File: src/hw/rtl/qvmr_pkg.sv
// qvmr_pkg: shared types, codes and constants of the quad vertex move/rotate block
// no dependencies; imported by every module of the block
package qvmr_pkg;

    // input mode codes
    localparam logic [1:0] MODE_LOAD   = 2'd0;
    localparam logic [1:0] MODE_MOVE   = 2'd1;
    localparam logic [1:0] MODE_ROTATE = 2'd2;

    // angle arithmetic
    localparam int FULL_TURN    = 92160;
    localparam int QUARTER_TURN = 23040;
    localparam logic [31:0] PI_Q30   = 32'd3373259426;
    localparam logic [14:0] DIV_BIAS = 15'd23040;
    // pi*2^30 split as a whole multiple of 46080 plus a remainder
    localparam logic [16:0] RAD_QUOT = 17'(PI_Q30 / 32'd46080);
    localparam logic [14:0] RAD_REM  = 15'(PI_Q30 % 32'd46080);
    localparam int RAD_PRE_SHIFT = 10;
    // floor(k / 45) as (k * RECIP_45) >> RECIP_SHIFT, exact for k below 2^19
    localparam logic [19:0] RECIP_45 = 20'd745655;
    localparam int RECIP_SHIFT = 25;
    localparam int CORDIC_STEPS = 30;
    localparam int CS_W = 33;
    localparam int CORDIC_W = 34;
    localparam logic signed [CORDIC_W-1:0] CORDIC_INIT = 34'sh026DD3B6A;
    localparam logic signed [CORDIC_W-1:0] ONE_Q30 = 34'sh040000000;

    // command queue depth
    localparam int QUEUE_DEPTH = 2;

    typedef enum logic [1:0] {OP_LOAD, OP_MOVE, OP_ROTATE} op_t;

    typedef struct packed {
        op_t                op;
        logic [1:0]         sel;
        logic signed [31:0] px;
        logic signed [31:0] py;
        logic [1:0]         quad;
        logic [14:0]        rem;
    } cmd_t;

    typedef struct packed {
        logic                  done;
        logic signed [CS_W-1:0] cos_v;
        logic signed [CS_W-1:0] sin_v;
    } trig_res_t;

    typedef enum logic [1:0] {TR_IDLE, TR_DIV, TR_ROT, TR_DONE} trig_state_t;

    typedef enum logic [2:0] {BK_IDLE, BK_TRIG, BK_MOVE, BK_PREP, BK_MUL, BK_WB} back_state_t;

    // arctangent table in Q2.30, truncated
    function automatic logic [31:0] atan_q30(input logic [4:0] i);
        case (i)
            5'd0:  return 32'h3243F6A8;
            5'd1:  return 32'h1DAC6705;
            5'd2:  return 32'h0FADBAFC;
            5'd3:  return 32'h07F56EA6;
            5'd4:  return 32'h03FEAB76;
            5'd5:  return 32'h01FFD55B;
            5'd6:  return 32'h00FFFAAA;
            5'd7:  return 32'h007FFF55;
            5'd8:  return 32'h003FFFEA;
            5'd9:  return 32'h001FFFFD;
            5'd10: return 32'h000FFFFF;
            5'd11: return 32'h0007FFFF;
            5'd12: return 32'h0003FFFF;
            5'd13: return 32'h0001FFFF;
            5'd14: return 32'h0000FFFF;
            5'd15: return 32'h00007FFF;
            5'd16: return 32'h00003FFF;
            5'd17: return 32'h00001FFF;
            5'd18: return 32'h00000FFF;
            5'd19: return 32'h000007FF;
            5'd20: return 32'h000003FF;
            5'd21: return 32'h000001FF;
            5'd22: return 32'h000000FF;
            5'd23: return 32'h0000007F;
            5'd24: return 32'h0000003F;
            5'd25: return 32'h0000001F;
            5'd26: return 32'h0000000F;
            5'd27: return 32'h00000008;
            5'd28: return 32'h00000004;
            5'd29: return 32'h00000002;
            default: return 32'h00000000;
        endcase
    endfunction

endpackage

File: src/hw/rtl/qvmr_queue.sv
// qvmr_queue: short command queue between front and back
// depends on qvmr_pkg
module qvmr_queue (
    input  logic           clk,
    input  logic           rst_n,
    input  logic           push,
    input  qvmr_pkg::cmd_t cmd_in,
    output logic           full,
    input  logic           pop,
    output logic           valid,
    output qvmr_pkg::cmd_t cmd_out
);
    import qvmr_pkg::*;

    localparam int PTR_W = $clog2(QUEUE_DEPTH);
    localparam int CNT_W = $clog2(QUEUE_DEPTH + 1);

    cmd_t             slot_reg [QUEUE_DEPTH];
    logic [PTR_W-1:0] wr_reg;
    logic [PTR_W-1:0] rd_reg;
    logic [CNT_W-1:0] cnt_reg;

    assign full    = (cnt_reg == CNT_W'(QUEUE_DEPTH));
    assign valid   = (cnt_reg != '0);
    assign cmd_out = slot_reg[rd_reg];

    // pointers and fill count
    always_ff @(posedge clk or negedge rst_n)
    begin
        if (!rst_n)
        begin
            wr_reg  <= '0;
            rd_reg  <= '0;
            cnt_reg <= '0;
        end
        else
        begin
            if (push)
                wr_reg <= (wr_reg == PTR_W'(QUEUE_DEPTH - 1)) ? '0 : wr_reg + 1'b1;
            if (pop)
                rd_reg <= (rd_reg == PTR_W'(QUEUE_DEPTH - 1)) ? '0 : rd_reg + 1'b1;
            if (push && !pop)
                cnt_reg <= cnt_reg + 1'b1;
            else if (pop && !push)
                cnt_reg <= cnt_reg - 1'b1;
        end
    end

    // slot storage
    always_ff @(posedge clk)
    begin
        if (push)
            slot_reg[wr_reg] <= cmd_in;
    end

endmodule

File: config.mk
export PLATFORM = sky130hd
export DESIGN_NAME = qvmr_queue
export DESIGN_NICKNAME = d
export VERILOG_FILES = /design/src/hw/rtl/qvmr_pkg.sv /design/src/hw/rtl/qvmr_queue.sv
export SDC_FILE = /design/constraint.sdc
export NUM_CORES = 1
export LEC_CHECK = 0
export BUFFER_PORTS_ARGS = -buffer_cell sky130_fd_sc_hd__buf_2
export CORE_UTILIZATION = 52
export CTS_CLUSTER_SIZE = 20
export DETAILED_ROUTE_END_ITERATION = 8
export PLACE_DENSITY = 0.89
export SLEW_MARGIN = 20
export SYNTH_ARGS = -nofsm -noshare
export SYNTH_HDL_FRONTEND = slang
export SYNTH_SLANG_ARGS = --single-unit
File: constraint.sdc
create_clock -name clk -period 5.15 [get_ports clk]
set_input_delay 1.03 -clock clk [delete_from_list [all_inputs] [get_ports clk]]
set_output_delay 1.03 -clock clk [all_outputs]
set_load 0.05 [all_outputs]
* Yosys cells after proc, flatten, opt, wreduce, memory -nomap -nowiden
Memories as Yosys holds them, arrays and structs flattened. Index checks and enable logic that the tools add are counted.
Word-level totals: bits in registers 4, bits in latches 0, memory bits (writable) 170, memory bits (read-only) 0, input port bits 89, logic and storage cells 21, memories 1
Memories:
- slot_reg | depth 2, width 85, rd ports 1, clocked after Yosys merged registers in 0, write ports 1, RTL line qvmr_queue.sv:18 | cmd_t slot_reg [QUEUE_DEPTH];
Operators by class: $add $sub $neg 4, multipliers 0, div/mod/pow operators 0, $lt $le $gt $ge 0, equality and inequality tests 1, shift-type cells 0, multiplexer cells 6, bitwise logic cells 0, reduce and logical (&&, ||, !) cells 6
Operator list (count):
- $mux W1 | 4
- $mux W2 | 2
- $reduce_bool A2 Y1 | 2
- $add A1 B1 Y1 const B | 2
- $add A2 B1 Y2 const B | 1
- $eq A2 B2 Y1 const B | 1
- $logic_and A1 B1 Y1 | 2
- $logic_not A1 Y1 | 2
- $sub A2 B1 Y2 const B | 1

* Depth between registers and ports, before layout
Gate-level depths: netlist of run 1.
depth after elaboration 4, gate-level depth with buffers 5, depth with buffers taken out 5

* Worst setup path after synthesis of run 1
Ideal clock, no wire load.
kind input-to-reg, from in push, to mem slot_reg[0][0] (netlist bit), enable pin, setup time 0.539 ns, arrival 4.741 ns, setup slack -0.131 ns, stages 1, buffers on the path 0, path through nor2b_1
Between the ends: word-level cells in the longest chain between the ends 2
RTL lines:
- start, declared | RTL line qvmr_queue.sv:6 | input logic push,
- $mux W1 | RTL line qvmr_queue.sv:52 | if (push)
- $mux W1 (not written as such) | RTL line qvmr_queue.sv:53 | slot_reg[wr_reg] <= cmd_in;
- end, declared | RTL line qvmr_queue.sv:18
No other way between the ends.

==> results of run 1 <==
[metrics by stage]
| step | area, sq um | hold WS [ns] |
|---|---|---|
| 2_1_floorplan | 6530 | 0.447 |
| 3_3_place_gp | 7540 | 0.469 |
| 3_5_place_dp | 7540 | 0.479 |
| 4_1_cts | 8140 | 0.393 |
| 5_1_grt | 8190 | 0.393 |
| 6_report | 8190 | 0.407 |
[layer usage]
layer | wire length [microns] | global-route usage, % | up-vias
li1 | - | - | 1487
met1 | 4260 | 19.0 | 1548
met2 | 5650 | 29.3 | 127
met3 | 740 | 6.43 | 19
met4 | 204 | 8.48 | 0
met5 | 0 | 0 | -
[cell usage after synthesis]
master    number
buf_12         4
xnor2_1        1
buf_8          1
and2_1         1
mux2_2        45
nor2_1         1
buf_2          4
or2_2          1
dfrtp_1        4
edfxtp_1     170
buf_6          1
ha_1           1
xor2_1         4
inv_1          1
nor2b_1        2
mux2_4        40
[logic make-up (layout without fill, tap and decap cells)]
| group | after synthesis | in the layout |
|---|---|---|
| XOR/XNOR | 5 | 5 |
| adder cells (fa/ha/maj) | 1 | 1 |
| buffers and inverters | 11 | 213 |
| flip-flops | 174 | 174 |
| multiplexers | 85 | 85 |
| AND/OR/NAND/NOR | 5 | 5 |
[where the power goes]
part / total [uW] / switching [uW] / internal (uW)
combinational: 2150 / 1500 / 655
clock: 1300 / 491 / 807
sequential: 2000 / 122 / 1880
[layout make-up]
cell class                      count  area [sq um]
Inverter                            1          3.75
Multi-Input combinational cell     96          1200
Sequential cell                   174          5210
Tap cell                          168           210
Timing Repair Buffer              180           958
Clock buffer                       20           437
Clock inverter                     12           169
Fill cell                         818          3920
[worst max-delay path by stage]
stage	from	to	cells after the start
after floorplan	push	slot_reg[0][0]	1
after global placement	rd_reg	cmd_out[71]	3
after detailed placement	rd_reg	cmd_out[71]	3
after CTS	rd_reg	cmd_out[71]	3
after global routing	rd_reg	cmd_out[71]	3
final	rd_reg	cmd_out[71]	3
==> impl_metrics.py, run 1 <==
metrics = {
    "detailed_routing": {
        "via_per_inst": 4.89,
        "wire_per_inst_microns": 16.7,
        "vias": 3181,
        "dr.first_iter.drc_count": 199,
        "antenna_left": 0,
        "drcViolationCount": 0,
        "drt-pass1-iter-count": 4,
        "wl_microns": 10900,
    },
    "final_layout": {
        "antennaDiodeCount": 0,
        "area_growth_pct": 25.5,
        "layout_commonest_cell": "buf_2",
        "nNetsFinal": 560,
        "fin_cells": 651,
        "largest_reg_flops": 170,
        "final_core_util_pct": 67.6,
        "drive_gt1_share_pct": 61.5,
        "layout_common_cells": "buf_2 (175), edfxtp_1 (170), mux2_2 (45)",
    },
    "power_and_ir_drop": {
        "power_uw": 5450,
        "power_leakage_uw": 0.00322,
        "powerDensity_mw_per_mm2": 666,
        "vdd_drop_max_uv": 473,
    },
    "timing": {
        "setup_tns_ns": 0,
        "finalSetupViolCount": 0,
        "report.final.slew_viol_count": 0,
        "rsz0062_at_grt": "false",
        "fin_crit_sh_pct": 64.7,
        "setup_slack_ns": 1.82,
        "layout_min_cycle_time_ns": 3.33,
        "max_freq_ghz": 0.300,
        "worst_pin_slew_ns": 0.521,
        "hold_viol": 0,
        "maxSlewHeadroom_pct": 65.3,
        "skew_ns": 0.00624,
    },
    "critical_path": {
        "cpLargestDelayFamily": "buffers and inverters",
        "r2r-end": "slot_reg[1][84]",
        "endpoint_kind": "output pin",
        "critPathMaxStageDelay_ns": 0.72,
        "rrSetupSlack_ns": 3.59,
        "worstPathCellList": "buf_4 > mux2_2 > buf_2",
        "cp_data_arrival_time_ns": 2.30,
        "critPathSlowestCell": "dfrtp_4",
        "cp.required_ns": 4.12,
        "worstSetupPathType": "reg2out",
        "path_max_fanout": 30,
        "start_kind": "flip-flop",
        "cp_num_buf_inv": 2,
        "reg2reg_depth": 2,
        "r2r_start": "wr_reg",
    },
    "status": {
        "status": "finished, final reports clean",
    },
    "synthesis": {
        "synth.distinct_cells": 16,
        "synthMuxAreaShare_pct": 17.0,
        "synth_area_leaders": "edfxtp_1 (78%), mux2_4 (9.2%), mux2_2 (7.8%)",
        "syn_nets": 371,
        "ys_ff_latch": 174,
        "synth_simple_gate_area_share_pct": 0.441,
        "syn_inst": 281,
        "syn_area_per_cell_sq_um": 23.2,
        "synth-xor-area-share_pct": 0.671,
        "synth-seq-area-share_pct": 79.7,
        "synth_top_family_by_area": "multiplexers",
        "yosys_warnings": 0,
        "synth_compound_area_share_pct": 0,
        "yosysTopAreaCell": "edfxtp_1",
        "synth_top_area_share_pct": 78.2,
        "synth_area_sq_mm": 0.00653,
        "synth_adder_area_share_pct": 0.192,
    },
    "grt": {
        "antenna_found_initial": 0,
        "grt_start_max_net_pins": 86,
        "grt_overflow_total": 0,
        "grt_first_pass_wirelength_microns": 16100,
        "gr-usage-all-layers_pct": 17.2,
        "grt_pass1_vias": 3333,
    },
    "clock_network": {
        "cts_hold_buf": 0,
        "clock_sinks": 174,
        "cts-resized-gates": 0,
        "post_cts_buffers": 0,
        "cts_tree": "done",
        "clk_pin_slew_worst_paths_ns": 0.06,
        "clock_latency_ns": 0.42,
        "cts_buffers": 17,
        "cts_root_buffer": "clkbuf_16",
        "clk_path_buf_depth": 2,
        "htreeDepth": 4,
    },
    "floorplan": {
        "start_util_pct": 53.9,
        "io_pins": 176,
        "die_w_microns": 114,
        "chipHeight_microns": 114,
        "core_sq_mm": 0.0121,
        "die_area_sq_mm": 0.0130,
        "fp-row-count": 40,
    },
    "place": {
        "pre_cts_slack_ns": 2.23,
        "gp_congestion": 0.721,
        "dp_hpwl_microns": 7100,
        "dp.cells": 617,
        "port_buffers": 175,
    },
    "hold_path": {
        "hold_class": "in2async",
    },
    "run": {
        "drv_cap": 0,
    },
}
Note: power is estimated with default switching activity, not from simulation.
==> inputs of run 2 (changes only) <==
--- a/config.mk
+++ b/config.mk
@@ -5,11 +5,12 @@
 export SDC_FILE = /design/constraint.sdc
 export NUM_CORES = 1
 export LEC_CHECK = 0
+export ABC_AREA = 1
 export BUFFER_PORTS_ARGS = -buffer_cell sky130_fd_sc_hd__buf_2
-export CORE_UTILIZATION = 52
+export CORE_UTILIZATION = 47
 export CTS_CLUSTER_SIZE = 20
 export DETAILED_ROUTE_END_ITERATION = 8
-export PLACE_DENSITY = 0.89
+export PLACE_DENSITY = 0.85
 export SLEW_MARGIN = 20
 export SYNTH_ARGS = -nofsm -noshare
 export SYNTH_HDL_FRONTEND = slang
==> constraint.sdc (replaced) <==
create_clock -name clk -period 2.7 [get_ports clk]
set_input_delay 0.54 -clock clk [delete_from_list [all_inputs] [get_ports clk]]
set_output_delay 0.54 -clock clk [all_outputs]
set_load 0.05 [all_outputs]
==> run 2 against run 1 <==
Compared with the run above:
- sequential share of layout area up 0.078 points
- design area fell by 0.12%
- first-iteration DRC count is 11% lower
- register-to-register slack worse by 2.4 ns
- power is 88% higher
- sequential power is 89% higher
- routed wire length grew 0.68%
- area after synthesis is 0.27% higher
- highest routed layer unchanged
==> impl_metrics.py, run 2 <==
metrics = {
    "synthesis": {
        "yosys-top-cells-count": "edfxtp_1 (170), mux2_2 (45), mux2_4 (40)",
        "synth_top_area_share_pct": 78.0,
        "synth_area_leaders": "edfxtp_1 (78%), mux2_4 (9.2%), mux2_2 (7.7%)",
        "ys.flop_type": "edfxtp_1",
        "yosys_warnings": 0,
        "synth_most_common_cell": "edfxtp_1",
        "synth_edf_count": 170,
        "synth-seq-area-share_pct": 79.5,
        "ys_ff_latch": 174,
        "yosysTopAreaCell": "edfxtp_1",
        "synth_area_sq_mm": 0.00655,
        "syn_area_per_cell_sq_um": 22.6,
        "syn_inst": 290,
        "syn_nets": 380,
        "synth.distinct_cells": 16,
        "synth-async-reset-ratio_pct": 2.30,
    },
    "final_layout": {
        "layout_common_cells": "buf_2 (175), edfxtp_1 (170), mux2_2 (45)",
        "nNetsFinal": 570,
        "drive_gt1_share_pct": 59.6,
        "area_growth_pct": 25.0,
        "final_core_util_pct": 61.0,
        "layout_commonest_cell": "buf_2",
        "fin_cells": 670,
        "largest_reg_flops": 170,
        "design_area_sq_mm": 0.00818,
    },
    "grt": {
        "grt_start_max_net_pins": 86,
        "grt_first_pass_wirelength_microns": 17100,
        "gr-usage-all-layers_pct": 16.0,
        "antenna_found_initial": 1,
        "grt_pass1_vias": 3478,
        "grt_overflow_total": 0,
    },
    "timing": {
        "holdWs_ns": 0.310,
        "layout_min_cycle_time_ns": 2.51,
        "max_freq_ghz": 0.399,
        "rsz0062_at_grt": "false",
        "report.final.slew_viol_count": 0,
        "hold_viol": 0,
        "maxSlewHeadroom_pct": 53.6,
        "worst_pin_slew_ns": 0.696,
        "skew_ns": 0.00756,
        "finalSetupViolCount": 0,
        "fin_crit_sh_pct": 92.9,
        "setup_tns_ns": 0,
    },
    "clock_network": {
        "cts-resized-gates": 0,
        "clk_path_buf_depth": 2,
        "cts_root_buffer": "clkbuf_16",
        "htreeDepth": 4,
        "clock_sinks": 174,
        "cts_buffers": 17,
        "clk_pin_slew_worst_paths_ns": 0.06,
        "post_cts_buffers": 0,
        "cts_hold_buf": 1,
        "clock_latency_ns": 0.41,
        "cts_tree": "done",
    },
    "power_and_ir_drop": {
        "power.share.clock_pct": 22.6,
        "p_sw_share_pct": 39.1,
        "p_int_uw": 6250,
        "power_leakage_uw": 0.00323,
        "seqPwrFrac_pct": 36.9,
        "p_comb_share_pct": 40.5,
        "vdd_drop_max_uv": 729,
        "powerDensity_mw_per_mm2": 1250,
        "p_switching_uw": 4010,
    },
    "place": {
        "dp_hpwl_microns": 7210,
        "port_buffers": 175,
        "placed_area_sq_mm": 0.00760,
        "dp.cells": 636,
        "gp_congestion": 0.679,
    },
    "critical_path": {
        "critPathSlowestCell": "dfrtp_4",
        "critPathMaxStageDelay_ns": 0.63,
        "cp_data_arrival_time_ns": 1.97,
        "start_kind": "flip-flop",
        "r2r_start": "wr_reg",
        "path_max_fanout": 41,
        "endpoint_kind": "output pin",
        "cp.required_ns": 2.16,
        "rrSetupSlack_ns": 1.20,
        "worstPathCellList": "buf_12 > mux2_2 > buf_2",
        "r2r-end": "slot_reg[0][16]",
        "cp_num_buf_inv": 2,
        "worstSetupPathType": "reg2out",
        "crit_start": "rd_reg",
        "cpLargestDelayFamily": "flip-flops",
        "reg2reg_depth": 2,
    },
    "detailed_routing": {
        "antenna_left": 0,
        "vias": 3237,
        "drt-pass1-iter-count": 4,
        "wire_per_inst_microns": 16.3,
        "drcViolationCount": 0,
        "dr.first_iter.drc_count": 178,
        "via_per_inst": 4.83,
        "wl_microns": 10900,
    },
    "floorplan": {
        "chipHeight_microns": 120,
        "fp-row-count": 42,
        "io_pins": 176,
        "die_w_microns": 120,
        "core_sq_mm": 0.0134,
        "start_util_pct": 48.8,
        "die_area_sq_mm": 0.0144,
    },
    "run": {
        "drv_cap": 0,
    },
    "hold_path": {
        "whs_endpoint": "slot_reg[0][29]",
        "min_from": "cmd_in[29]",
        "hold_class": "in2reg",
        "hold_depth": 1,
    },
    "status": {
        "status": "finished, final reports clean",
    },
}
[run 2: power groups by stage]
stage	Combinational [uW]	Sequential [uW]	Clock [uW]
2_1_floorplan	3560	3760	0
3_3_place_gp	4140	3810	0
3_5_place_dp	4190	3850	0
4_1_cts	4210	3800	2370
5_1_grt	4340	3840	2490
6_report	4160	3790	2310
[run 2: layer usage]
| layer | up-vias | share of wire [%] | global-route usage, % |
|---|---|---|---|
| met5 | - | 0 | 0 |
| met4 | 0 | 1.3 | 6.80 |
| met3 | 11 | 7.1 | 5.70 |
| met2 | 123 | 52 | 27.4 |
| met1 | 1584 | 40 | 18.0 |
| li1 | 1519 | - | - |
[run 2: how the worst max path moves through the flow]
stage | end | slack (ns) | cells past startpoint
6_report | cmd_out[83] | 0.19 | 3
5_1_grt | cmd_out[68] | 0.13 | 3
3_5_place_dp | cmd_out[83] | 0.62 | 3
2_1_floorplan | slot_reg[1][0] | 0.02 | 2
3_3_place_gp | cmd_out[68] | 0.65 | 3
4_1_cts | cmd_out[83] | 0.15 | 3
[run 2: cell type report]
class / count / area, sq um
diodes: 1 / 2.50
inverters: 7 / 27.5
clock inverters: 8 / 92.6
multi-input cells: 99 / 1190
repair buffers: 181 / 961
fillers: 996 / 5220
well taps: 176 / 220
flip-flops and latches: 174 / 5210
clock buffers: 24 / 472
[run 2: logic make-up (layout without fill, tap and decap cells)]
group         after synthesis  after routing  share of synthesized area, %
flops                     174            174                          79.5
mux                        85             85                          16.9
buf+inv                    17            220                          2.33
simple gates               10             10                         0.631
xor+xnor                    3              3                         0.402
fa+ha+maj                   1              1                         0.191
other cells                 0              1                             0
[run 2: worst reg2reg max path, cell delays in order, from the launching register on]
cell and delay [ns]:
dfrtp_1 0.42, nor2_4 0.12, buf_4 0.56
[run 2: through the flow]
stage / worst slack [ns] / power [uW]
finish: 0.193 / 10300
global route: 0.126 / 10700
CTS: 0.153 / 10400
detailed placement: 0.615 / 8040
global placement: 0.649 / 7960
floorplan: 0.0191 / 7320
==> inputs of run 3 (changes only) <==
--- a/config.mk
+++ b/config.mk
@@ -7,10 +7,13 @@
 export LEC_CHECK = 0
 export ABC_AREA = 1
 export BUFFER_PORTS_ARGS = -buffer_cell sky130_fd_sc_hd__buf_2
-export CORE_UTILIZATION = 47
+export CELL_PAD_IN_SITES_DETAIL_PLACEMENT = 2
+export CELL_PAD_IN_SITES_GLOBAL_PLACEMENT = 2
+export CORE_MARGIN = 5
+export CORE_UTILIZATION = 35
 export CTS_CLUSTER_SIZE = 20
 export DETAILED_ROUTE_END_ITERATION = 8
-export PLACE_DENSITY = 0.85
+export PLACE_DENSITY = 0.86
 export SLEW_MARGIN = 20
 export SYNTH_ARGS = -nofsm -noshare
 export SYNTH_HDL_FRONTEND = slang
==> constraint.sdc (replaced) <==
create_clock -name clk -period 2.7 [get_ports clk]
set_input_delay 0.54 -clock clk [delete_from_list [all_inputs] [get_ports clk]]
set_output_delay 0.54 -clock clk [all_outputs]
set_load 0.01 [all_outputs]
==> run 3 against run 2 <==
Compared with the run above:
- non-clock buffer count grew 1
- utilization shrank 17 points
- power shrank 15%
- critical path depth is the same
- final cell count grew 8.8%
- clock power grew 2%
- design area grew 1.1%
- first-iteration DRC count grew 5.1%
- highest routed layer is now met5
==> impl_metrics.py, run 3 (synthesized netlist as in run 2, its figures left out) <==
metrics = {
    "timing": {
        "finalSetupViolCount": 0,
        "fin_crit_sh_pct": 93.9,
        "setup_slack_ns": 0.164,
        "max_freq_ghz": 0.394,
        "worst_pin_slew_ns": 0.705,
        "setup_tns_ns": 0,
        "layout_min_cycle_time_ns": 2.54,
        "rsz0062_at_grt": "false",
        "report.final.slew_viol_count": 0,
        "hold_viol": 0,
        "maxSlewHeadroom_pct": 53.0,
        "skew_ns": 0.00867,
    },
    "grt": {
        "grt_overflow_total": 0,
        "antenna_found_initial": 1,
        "grt_pass1_vias": 3906,
        "grt_first_pass_wirelength_microns": 22800,
        "grt_start_max_net_pins": 52,
        "gr-usage-all-layers_pct": 14.0,
    },
    "clock_network": {
        "post_cts_buffers": 0,
        "cts_tree": "done",
        "clk_path_buf_depth": 2,
        "cts_root_buffer": "clkbuf_16",
        "clock_sinks": 174,
        "clock_latency_ns": 0.41,
        "cts-resized-gates": 0,
        "clk_pin_slew_worst_paths_ns": 0.07,
        "htreeDepth": 4,
        "cts_buffers": 17,
    },
    "place": {
        "pre_cts_slack_ns": 0.597,
        "dp_hpwl_microns": 10600,
        "port_buffers": 175,
        "gp_congestion": 0.707,
    },
    "hold_path": {
        "hold_class": "in2reg",
    },
    "detailed_routing": {
        "dr.first_iter.drc_count": 187,
        "wl_met2_microns": 7890,
        "wl_microns": 14800,
        "drcViolationCount": 0,
        "vias": 3338,
        "dr_wl_met3_microns": 967,
        "wire_per_inst_microns": 20.3,
        "wl_met1_microns": 5730,
        "antenna_left": 0,
        "maxUsedRoutingLayer": "met5",
        "via_per_inst": 4.58,
        "drt-pass1-iter-count": 4,
    },
    "critical_path": {
        "critPathSlowestCell": "dfrtp_4",
        "cpLargestDelayFamily": "flip-flops",
        "worstPathCellList": "buf_12 > mux2_2 > buf_2",
        "cp_num_buf_inv": 2,
        "endpoint_kind": "output pin",
        "start_kind": "flip-flop",
        "cp.required_ns": 2.16,
        "critPathMaxStageDelay_ns": 0.73,
        "cp_data_arrival_time_ns": 2.00,
        "worstSetupPathType": "reg2out",
        "path_max_fanout": 33,
    },
    "final_layout": {
        "largest_reg_flops": 170,
        "nFillCells": 1748,
        "layout_commonest_cell": "buf_2",
        "layout_common_cells": "buf_2 (175), edfxtp_1 (170), mux2_2 (45)",
        "area_growth_pct": 26.3,
        "nNetsFinal": 571,
        "drive_gt1_share_pct": 60.3,
    },
    "power_and_ir_drop": {
        "power_leakage_uw": 0.00323,
        "vdd_drop_max_uv": 418,
        "power_uw": 8740,
        "powerDensity_mw_per_mm2": 1060,
    },
    "floorplan": {
        "chipHeight_microns": 147,
        "die_area_sq_mm": 0.0215,
        "io_pins": 176,
        "die_w_microns": 147,
        "start_util_pct": 35.2,
        "fp-row-count": 50,
        "core_sq_mm": 0.0186,
    },
    "run": {
        "drv_cap": 0,
    },
    "status": {
        "status": "finished, final reports clean",
    },
}
run 3: path summary, 6_finish.rpt:
check	to	slack, ns	startpoint	cells after the start
worst min register to register	cnt_reg[1]	0.52	cnt_reg[1]	2
worst max register to register	slot_reg[0][76]	1.18	wr_reg	2
worst max-delay path	cmd_out[59]	0.16	rd_reg	3
min in group asynchronous	rd_reg	0.49	rst_n	2
max in group asynchronous	rd_reg	2.05	rst_n	2
worst min-delay path	slot_reg[0][62]	0.32	cmd_in[62]	1
run 3: what timing repair did:
action,in CTS,in global routing
endpoints found under the hold margin,4,0
hold buffers,1,0
setup endpoints to repair,0,0
run 3: routing by layer:
| metal | global-route usage, % | vias to the layer above |
|---|---|---|
| li1 | - | 1518 |
| met3 | 4.19 | 15 |
| met4 | 4.23 | 2 |
| met5 | 0 | - |
| met2 | 25.0 | 124 |
| met1 | 16.3 | 1679 |
run 3: report_power, final:
group / internal (uW) / leakage, uW / total, uW / switching (uW)
Clock: 1370 / 0.000272 / 2360 / 994
Combinational: 1250 / 0.00132 / 2540 / 1280
Sequential: 3590 / 0.00164 / 3840 / 250
run 3: metrics by stage:
stage / utilization, % / cells / hold WS (ns) / cell area, sq um
global route: 44.5 / 728 / 0.288 / 8270
floorplan: - / 290 / 0.244 / 6550
finish: 44.5 / 729 / 0.316 / 8270
CTS: 44.5 / 728 / 0.290 / 8270
global placement: 41.4 / 695 / 0.375 / 7680
detailed placement: 41.4 / 695 / 0.374 / 7680
run 3: cell type report:
| class | count | area [sq um] | share of cell area (%) |
|---|---|---|---|
| Inverter | 7 | 28.8 | 0.348 |
| Sequential cell | 174 | 5210 | 63.0 |
| Tap cell | 234 | 293 | 3.54 |
| Timing Repair Buffer | 182 | 968 | 11.7 |
| Antenna cell | 1 | 2.50 | 0.0303 |
| Multi-Input combinational cell | 99 | 1190 | 14.5 |
| Clock inverter | 13 | 140 | 1.69 |
| Clock buffer | 19 | 433 | 5.24 |
